File: src/rtl/sle_pkg.sv
// Shared types and constants for the serial line editor.
// Transfer payload structs, control character codes, echo action codes.
// No dependencies.
package sle_pkg;

    typedef struct packed {
        logic       operation;
        logic [7:0] rx_char;
        logic [2:0] stream_id;
    } in_t;

    typedef struct packed {
        logic       refused;
        logic       bad_stream;
        logic [2:0] echo_action;
        logic [7:0] echo_char;
        logic [5:0] erase_count;
        logic [7:0] read_char;
        logic       read_valid;
        logic       line_drained;
    } out_t;

    localparam logic OP_RX   = 1'b0;
    localparam logic OP_READ = 1'b1;

    localparam logic [2:0] STREAM_MAX = 3'd2;

    localparam logic [7:0] CH_BS     = 8'h08;
    localparam logic [7:0] CH_DEL    = 8'h7f;
    localparam logic [7:0] CH_WERASE = 8'h17;
    localparam logic [7:0] CH_KILL   = 8'h15;
    localparam logic [7:0] CH_CR     = 8'h0d;
    localparam logic [7:0] CH_NL     = 8'h0a;
    localparam logic [7:0] CH_TAB    = 8'h09;
    localparam logic [7:0] CH_SPACE  = 8'h20;

    localparam logic [2:0] ACT_NONE  = 3'd0;
    localparam logic [2:0] ACT_ECHO  = 3'd1;
    localparam logic [2:0] ACT_BELL  = 3'd2;
    localparam logic [2:0] ACT_CRLF  = 3'd3;
    localparam logic [2:0] ACT_ERASE = 3'd4;

    localparam logic [5:0] ERASE_MAX = 6'd63;

    function automatic logic is_blank(input logic [7:0] c);
        return (c == CH_SPACE) || (c >= CH_TAB && c <= CH_CR);
    endfunction

endpackage

File: src/rtl/sle_ring_mem.sv
// Character ring storage: one write port, one read port, registered read data.
// No package dependencies.
module sle_ring_mem #(
    parameter int DEPTH  = 64,
    parameter int ADDR_W = 6
) (
    input  logic              clk,
    input  logic              we,
    input  logic [ADDR_W-1:0] waddr,
    input  logic [7:0]        wdata,
    input  logic              re,
    input  logic [ADDR_W-1:0] raddr,
    output logic [7:0]        rdata
);

    logic [7:0] mem [DEPTH];
    logic [7:0] rdata_reg;

    always_ff @(posedge clk)
    begin
        if (we)
        begin
            mem[waddr] <= wdata;
        end
        // read data holds until the next read, so a waiting consumer sees it stable
        if (re)
        begin
            rdata_reg <= mem[raddr];
        end
    end

    assign rdata = rdata_reg;

endmodule

File: src/rtl/sle_editor.sv
// Line editor sequencer: pointers, line-ready flag and the per-item state machine.
// Drives the ring memory ports; depends on sle_pkg.
module sle_editor import sle_pkg::*; #(
    parameter int RING_DEPTH = 64,
    parameter int PTR_W      = 6
) (
    input  logic             clk,
    input  logic             rst_n,
    input  logic             req_valid,
    input  in_t              req,
    output logic             busy,
    output logic             res_valid,
    input  logic             res_ready,
    output out_t             res,
    output logic             mem_we,
    output logic [PTR_W-1:0] mem_waddr,
    output logic [7:0]       mem_wdata,
    output logic             mem_re,
    output logic [PTR_W-1:0] mem_raddr,
    input  logic [7:0]       mem_rdata
);

    localparam int CNT_W = (PTR_W > 6) ? PTR_W : 6;
    localparam logic [PTR_W-1:0] LAST_POS = PTR_W'(RING_DEPTH - 1);
    localparam logic [PTR_W-1:0] FULL_LEN = PTR_W'(RING_DEPTH - 2);
    localparam logic [PTR_W:0]   DEPTH_X  = (PTR_W + 1)'(RING_DEPTH);

    typedef enum logic [1:0] {
        S_IDLE,
        S_EXEC,
        S_RDATA,
        S_WSTEP
    } state_t;

    state_t           state_reg, state_next;
    in_t              item_reg;
    logic [PTR_W-1:0] wp_reg, wp_next;
    logic [PTR_W-1:0] rp_reg, rp_next;
    logic             ready_reg, ready_next;
    logic [PTR_W-1:0] cnt_reg, cnt_next;

    logic [PTR_W:0]   diff;
    logic [PTR_W-1:0] len;
    logic [PTR_W-1:0] wprev;
    logic [PTR_W-1:0] cnt_inc;

    function automatic logic [PTR_W-1:0] pos_next(input logic [PTR_W-1:0] p);
        return (p == LAST_POS) ? '0 : p + 1'b1;
    endfunction

    function automatic logic [PTR_W-1:0] pos_prev(input logic [PTR_W-1:0] p);
        return (p == '0) ? LAST_POS : p - 1'b1;
    endfunction

    function automatic logic [5:0] sat_count(input logic [PTR_W-1:0] n);
        logic [CNT_W-1:0] x;
        x = CNT_W'(n);
        return (x > CNT_W'(ERASE_MAX)) ? ERASE_MAX : x[5:0];
    endfunction

    // pending length, ring-wrapped
    always_comb
    begin
        diff = {1'b0, wp_reg} - {1'b0, rp_reg};
        if (wp_reg < rp_reg)
        begin
            diff = diff + DEPTH_X;
        end
        len = diff[PTR_W-1:0];
    end

    assign wprev   = pos_prev(wp_reg);
    assign cnt_inc = cnt_reg + 1'b1;
    assign busy    = (state_reg != S_IDLE);

    always_comb
    begin
        state_next = state_reg;
        wp_next    = wp_reg;
        rp_next    = rp_reg;
        ready_next = ready_reg;
        cnt_next   = cnt_reg;
        res        = '0;
        res_valid  = 1'b0;
        mem_we     = 1'b0;
        mem_waddr  = wp_reg;
        mem_wdata  = item_reg.rx_char;
        mem_re     = 1'b0;
        mem_raddr  = rp_reg;

        unique case (state_reg)
            S_IDLE:
            begin
                if (req_valid)
                begin
                    state_next = S_EXEC;
                end
            end

            S_EXEC:
            begin
                if (item_reg.operation == OP_RX)
                begin
                    if (ready_reg)
                    begin
                        res.refused = 1'b1;
                        res_valid   = 1'b1;
                    end
                    else
                    begin
                        unique case (item_reg.rx_char) inside
                            CH_CR:
                            begin
                                mem_we          = 1'b1;
                                mem_wdata       = CH_NL;
                                wp_next         = pos_next(wp_reg);
                                ready_next      = 1'b1;
                                res.echo_action = ACT_CRLF;
                                res_valid       = 1'b1;
                            end
                            CH_BS, CH_DEL:
                            begin
                                if (len == '0)
                                begin
                                    res.echo_action = ACT_BELL;
                                end
                                else
                                begin
                                    wp_next         = wprev;
                                    res.echo_action = ACT_ERASE;
                                    res.erase_count = 6'd1;
                                end
                                res_valid = 1'b1;
                            end
                            CH_WERASE:
                            begin
                                cnt_next = '0;
                                if (len == '0)
                                begin
                                    res_valid = 1'b1;
                                end
                                else
                                begin
                                    mem_re     = 1'b1;
                                    mem_raddr  = wprev;
                                    state_next = S_WSTEP;
                                end
                            end
                            CH_KILL:
                            begin
                                wp_next = rp_reg;
                                if (len != '0)
                                begin
                                    res.echo_action = ACT_ERASE;
                                    res.erase_count = sat_count(len);
                                end
                                res_valid = 1'b1;
                            end
                            default:
                            begin
                                // keep one slot free so the newline always fits
                                if (len >= FULL_LEN)
                                begin
                                    res.echo_action = ACT_BELL;
                                end
                                else
                                begin
                                    mem_we          = 1'b1;
                                    wp_next         = pos_next(wp_reg);
                                    res.echo_action = ACT_ECHO;
                                    res.echo_char   = item_reg.rx_char;
                                end
                                res_valid = 1'b1;
                            end
                        endcase
                    end
                end
                else
                begin
                    if (item_reg.stream_id > STREAM_MAX)
                    begin
                        res.bad_stream = 1'b1;
                        res_valid      = 1'b1;
                    end
                    else if (!ready_reg || len == '0)
                    begin
                        res_valid = 1'b1;
                    end
                    else
                    begin
                        mem_re     = 1'b1;
                        mem_raddr  = rp_reg;
                        state_next = S_RDATA;
                    end
                end
            end

            S_RDATA:
            begin
                res.read_char  = mem_rdata;
                res.read_valid = 1'b1;
                rp_next        = pos_next(rp_reg);
                if (pos_next(rp_reg) == wp_reg)
                begin
                    ready_next       = 1'b0;
                    res.line_drained = 1'b1;
                end
                res_valid = 1'b1;
            end

            S_WSTEP:
            begin
                // mem_rdata holds the character just before the cursor
                if (is_blank(mem_rdata))
                begin
                    if (cnt_reg != '0)
                    begin
                        res.echo_action = ACT_ERASE;
                        res.erase_count = sat_count(cnt_reg);
                    end
                    res_valid = 1'b1;
                end
                else
                begin
                    wp_next  = wprev;
                    cnt_next = cnt_inc;
                    if (wprev == rp_reg)
                    begin
                        res.echo_action = ACT_ERASE;
                        res.erase_count = sat_count(cnt_inc);
                        res_valid       = 1'b1;
                    end
                    else
                    begin
                        mem_re    = 1'b1;
                        mem_raddr = pos_prev(wprev);
                    end
                end
            end

            default:
            begin
                state_next = S_IDLE;
            end
        endcase

        if (res_valid)
        begin
            state_next = S_IDLE;
            // output slot taken: hold everything and retry next cycle
            if (!res_ready)
            begin
                state_next = state_reg;
                wp_next    = wp_reg;
                rp_next    = rp_reg;
                ready_next = ready_reg;
                cnt_next   = cnt_reg;
                mem_we     = 1'b0;
            end
        end
    end

    always_ff @(posedge clk or negedge rst_n)
    begin
        if (!rst_n)
        begin
            state_reg <= S_IDLE;
            wp_reg    <= '0;
            rp_reg    <= '0;
            ready_reg <= 1'b0;
            cnt_reg   <= '0;
        end
        else
        begin
            state_reg <= state_next;
            wp_reg    <= wp_next;
            rp_reg    <= rp_next;
            ready_reg <= ready_next;
            cnt_reg   <= cnt_next;
        end
    end

    always_ff @(posedge clk)
    begin
        if (state_reg == S_IDLE && req_valid)
        begin
            item_reg <= req;
        end
    end

endmodule

File: src/rtl/serial_line_editor_core.sv
// Serial line editor top level: editor sequencer, ring memory and output register.
// Depends on sle_pkg, sle_ring_mem, sle_editor.
//
// Terminal line editor over a RING_DEPTH-entry character ring held in one
// synchronous RAM. Items are handled one at a time: an ordinary character,
// return, backspace or ^U is finished in the execute state; a read request
// that pops a character adds a state for the RAM read; ^W makes one RAM
// read per step, stepping back one character at a time until it meets a
// blank or the start of the line (an empty line needs no read at all).
// The result sits in an output register, so the next item is taken while
// the previous result is still stalled. No clearing pass: the ring is
// never read at an entry that has not been written.
module serial_line_editor_core import sle_pkg::*; #(
    parameter int RING_DEPTH = 64
) (
    input  logic clk,
    input  logic rst_n,
    input  logic req_valid,
    output logic req_stall,
    input  in_t  req,
    output logic rsp_valid,
    input  logic rsp_stall,
    output out_t rsp
);

    localparam int PTR_W = $clog2(RING_DEPTH);

    logic             res_valid;
    logic             res_ready;
    out_t             res;
    logic             mem_we;
    logic [PTR_W-1:0] mem_waddr;
    logic [7:0]       mem_wdata;
    logic             mem_re;
    logic [PTR_W-1:0] mem_raddr;
    logic [7:0]       mem_rdata;
    logic             busy;

    logic rsp_valid_reg;
    out_t rsp_reg;

    sle_ring_mem #(
        .DEPTH  (RING_DEPTH),
        .ADDR_W (PTR_W)
    ) u_ring (
        .clk   (clk),
        .we    (mem_we),
        .waddr (mem_waddr),
        .wdata (mem_wdata),
        .re    (mem_re),
        .raddr (mem_raddr),
        .rdata (mem_rdata)
    );

    sle_editor #(
        .RING_DEPTH (RING_DEPTH),
        .PTR_W      (PTR_W)
    ) u_editor (
        .clk       (clk),
        .rst_n     (rst_n),
        .req_valid (req_valid),
        .req       (req),
        .busy      (busy),
        .res_valid (res_valid),
        .res_ready (res_ready),
        .res       (res),
        .mem_we    (mem_we),
        .mem_waddr (mem_waddr),
        .mem_wdata (mem_wdata),
        .mem_re    (mem_re),
        .mem_raddr (mem_raddr),
        .mem_rdata (mem_rdata)
    );

    assign req_stall = busy;
    assign res_ready = !rsp_valid_reg || !rsp_stall;

    always_ff @(posedge clk or negedge rst_n)
    begin
        if (!rst_n)
        begin
            rsp_valid_reg <= 1'b0;
        end
        else if (res_ready)
        begin
            rsp_valid_reg <= res_valid;
        end
    end

    always_ff @(posedge clk)
    begin
        if (res_ready && res_valid)
        begin
            rsp_reg <= res;
        end
    end

    assign rsp_valid = rsp_valid_reg;
    assign rsp       = rsp_reg;

endmodule

File: config.mk
export PLATFORM = sky130hd
export DESIGN_NAME = serial_line_editor_core
export DESIGN_NICKNAME = d
export VERILOG_FILES = /design/src/rtl/sle_pkg.sv /design/src/rtl/sle_ring_mem.sv /design/src/rtl/sle_editor.sv /design/src/rtl/serial_line_editor_core.sv
export SDC_FILE = /design/constraint.sdc
export NUM_CORES = 1
export LEC_CHECK = 0
export BUFFER_PORTS_ARGS = -buffer_cell sky130_fd_sc_hd__buf_2
export CAP_MARGIN = 30
export CORE_UTILIZATION = 45
export CTS_BUF_LIST = sky130_fd_sc_hd__clkbuf_8
export CTS_CLUSTER_DIAMETER = 40
export DETAILED_ROUTE_END_ITERATION = 16
export HOLD_SLACK_MARGIN = 0.02
export MAX_ROUTING_LAYER = met4
export SETUP_SLACK_MARGIN = 0.3
export SLEW_MARGIN = 0
export SYNTH_ARGS = -nofsm -noshare
export SYNTH_HDL_FRONTEND = slang
export SYNTH_HIERARCHICAL = 1
export SYNTH_SLANG_ARGS = --single-unit
File: constraint.sdc
create_clock -name clk -period 5.5 [get_ports clk]
set_input_delay 1.1 -clock clk [delete_from_list [all_inputs] [get_ports clk]]
set_output_delay 1.1 -clock clk [all_outputs]
set_load 0.02 [all_outputs]
==> results.json <==
{
  "status": "completed",
  "cts_buffer_depth": 3,
  "yosysSeqAreaShare_pct": 71.2,
  "io_pins": 47,
  "cts_made_buffers": 99,
  "first_global_vias": 13972,
  "cts_tree": "built",
  "critPathLaunchType": "flip-flop",
  "cp_max_fo": 18,
  "reg2reg_from": "u_editor/mem_waddr[1]",
  "p_leak_nw": 9.35,
  "wl_met2_um": 28700,
  "dr.pass1.iters": 5,
  "synth_cell_types": 79,
  "cts.clk_slew.worst_paths_ns": 0.06,
  "synthTopCellsByArea": "edfxtp_1 (69%), mux4_2 (11%), dfrtp_1 (2.3%)",
  "grt_max_degree": 69,
  "clk_latency_ns": 0.69,
  "cts_sinks": 583,
  "hold_buffers": 0,
  "timing_worst_slew_pin_value_ns": 0.913,
  "synth-edff-count": 561,
  "final_util_pct": 52.1,
  "min_period_ns": 4.93,
  "syn_inst": 1406,
  "wirelength_um": 59800,
  "critPathMaxStageDelay_ns": 0.54,
  "critPathBufInv": 3,
  "synth-warning-count": 6,
  "drt-met1-wl_um": 25700,
  "hpwlAfterDp_um": 39000,
  "coreArea_um2": 53700,
  "setup-tns-final_ns": 0,
  "r2r_setup_slack_ns": 0.57,
  "synth-seq-cells": 583,
  "layout-drive-gt1-share_pct": 26.9,
  "final_net_count": 1609,
  "synth_common_cells": "edfxtp_1 (561), mux4_2 (124), nor2_1 (123)",
  "hold_class": "input port to asynchronous set/reset pin",
  "finalHoldViolations": 0,
  "worstSetupEndpointType": "flip-flop",
  "diodes": 0,
  "slew_headroom_pct": 39.1,
  "grt_overflow": 0,
  "cts_root_buffer": "clkbuf_8",
  "ys.flop_type": "edfxtp_1",
  "crit_path_start": "u_editor/mem_waddr[1]",
  "r2r_end": "u_ring/rdata[7]",
  "dp_slack_ns": 0.490,
  "dr_wl_met3_um": 3920,
  "drv_slew": 0,
  "seq_area_um2": 17400,
  "h-tree-depth": 3,
  "io_buffers": 46,
  "cp.required_ns": 5.92,
  "track_usage_pct": 22.7,
  "synth_fp_nets": 1436,
  "gp_congestion": 0.918,
  "rsz0062_at_grt": "false",
  "critical_path_class": "flip-flop to flip-flop",
  "multi_input_area_um2": 6610,
  "r2r_cells": 16,
  "max_cap_violations": 0,
  "critPathTopFamily": "simple AND/OR/NAND/NOR gates",
  "power_density_nw_per_um2": 532,
  "post-route-period-util_pct": 89.7,
  "num_rows": 85,
  "crit_end": "u_ring/rdata[7]",
  "finClkSkew_ns": 0.0377,
  "wl_per_cell_um": 25.4,
  "post_cts_buffers": 0,
  "largest_register_ffs": 512,
  "cp.arrival_ns": 5.35,
  "dr_total_vias": 13908,
  "drt_iter0_drc": 1204,
  "netlist.area_leader.share_pct": 68.9,
  "start_util_pct": 45.5,
  "dieArea_um2": 55300,
  "syn-cell-area_um2": 24400,
  "synth_most_common_cell": "edfxtp_1",
  "cp.depth": 16,
  "vdd_drop_max_uv": 248,
  "top_layer_used": "met4",
  "antenna_left": 0,
  "antenna_found_initial": 0,
  "fin_ws_ns": 0.568,
  "worstPathCellList": "inv_1 -> ha_1 -> nand2b_1 -> or4_1 -> and4_1 -> o2111ai_1 -> o21a_2 -> nand2_1 -> nor2_2 -> a221o_4 -> buf_12 -> buf_4 -> mux4_2 -> mux4_2 -> o2111ai_1 -> o41ai_1",
  "async_reset_ff_share_pct": 3.77,
  "grt_pass1_wl_um": 89900,
  "cp_slowest_cell": "or4_1",
  "via_per_inst": 5.90,
  "avgSynthCellArea_um2": 17.4,
  "die_w_um": 235,
  "fillers": 4305,
  "synth_area_leader_cell": "edfxtp_1",
  "max_freq_mhz": 203,
  "area_delta_synth_final_pct": 14.5,
  "setup_viol": 0,
  "die_h_um": 235,
  "drc": 0
}
-- repair_timing --
action | CTS | global route
endpoints found under the hold margin | 0 | 0
gates resized for setup | 0 | 1
endpoints found under the setup margin | 0 | 4
-- cells in the final DEF, fill, tap and decap left out, types with 8 or more instances in the layout --
cell type | synthesis | routed
a21o_1 | 8 | 8
a22oi_1 | 12 | 12
o22ai_1 | 36 | 36
or2_2 | 10 | 10
xor2_1 | 14 | 14
clkinv_2 | 0 | 14
nand2b_1 | 12 | 12
dfrtp_1 | 22 | 22
buf_2 | 19 | 46
nor3_1 | 15 | 15
nand3b_1 | 8 | 8
clkinv_1 | 2 | 21
clkbuf_8 | 0 | 102
nor2b_1 | 15 | 13
xnor2_1 | 9 | 9
mux4_2 | 124 | 124
ha_1 | 13 | 13
buf_4 | 9 | 97
nand3_1 | 34 | 34
o21ai_0 | 31 | 30
nand2_1 | 51 | 51
buf_12 | 1 | 9
nor2_1 | 123 | 122
a21oi_1 | 17 | 17
edfxtp_1 | 561 | 561
or3_1 | 10 | 10
mux2i_1 | 21 | 21
and2_1 | 22 | 22
a31oi_1 | 16 | 16
inv_1 | 20 | 56
-- worst reg2reg max path: cells and delay by family (launching register included) --
kind	cells	cell delay, ns
buffers and inverters	3	0.67
adders and majority gates	1	0.20
and+or+nand+nor	5	1.33
AOI/OAI and AO/OA	5	1.13
DFF	1	0.42
muxes	2	0.96
-- how the worst min path moves through the flow --
stage | to | from | slack [ns]
2_1_floorplan | rsp[8] | u_ring/rdata[6] | 0.53
3_3_place_gp | rsp_valid | rsp_valid | 0.53
3_5_place_dp | rsp_valid | rsp_valid | 0.56
4_1_cts | u_editor/ready_reg | rst_n | 0.41
5_1_grt | u_editor/cnt_reg[3] | rst_n | 0.44
6_report | u_editor/cnt_reg[4] | rst_n | 0.43
-- cells by family after synthesis --
| logic type | synth area share [%] |
|---|---|
| AOI/OAI and AO/OA | 5.69 |
| xor gates and xnor gates | 0.824 |
| adders and majority gates | 0.747 |
| buffers and inverters | 2.04 |
| DFF | 71.2 |
| muxes | 12.6 |
| and+or+nand+nor | 6.91 |
-- area by class of cell --
cell class	count	share of cell area [%]
Sequential cell	583	62.2
Multi-Input combinational cell	720	23.6
Clock buffer	102	5.02
Timing Repair Buffer	153	4.17
Tap cell	696	3.11
Clock inverter	80	1.65
Inverter	22	0.295
-- stage by stage --
| stage | total power, W | std cells | cell area, um2 | hold WS [ns] |
|---|---|---|---|---|
| 2_1_floorplan | 0.00947 | 1406 | 24400 | 0.526 |
| 3_3_place_gp | 0.0113 | 2172 | 26100 | 0.530 |
| 3_5_place_dp | 0.0113 | 2174 | 26100 | 0.562 |
| 4_1_cts | 0.0150 | 2356 | 28000 | 0.412 |
| 5_1_grt | 0.0156 | 2356 | 28000 | 0.440 |
| 6_report | 0.0149 | 2356 | 28000 | 0.431 |
-- per-layer routing --
| metal | track usage [%] | up-vias |
|---|---|---|
| met5 | - | - |
| met4 | 7.95 | 0 |
| met3 | 4.12 | 107 |
| met2 | 34.8 | 494 |
| met1 | 30.5 | 7274 |
| li1 | - | 6033 |
-- report_power, final --
part	switching (W)	total (W)	internal, W
clock network	0.00171	0.00362	0.00192
logic	0.00343	0.00577	0.00233
registers	0.000174	0.00551	0.00534
Note: power is estimated with default switching activity, not from simulation.
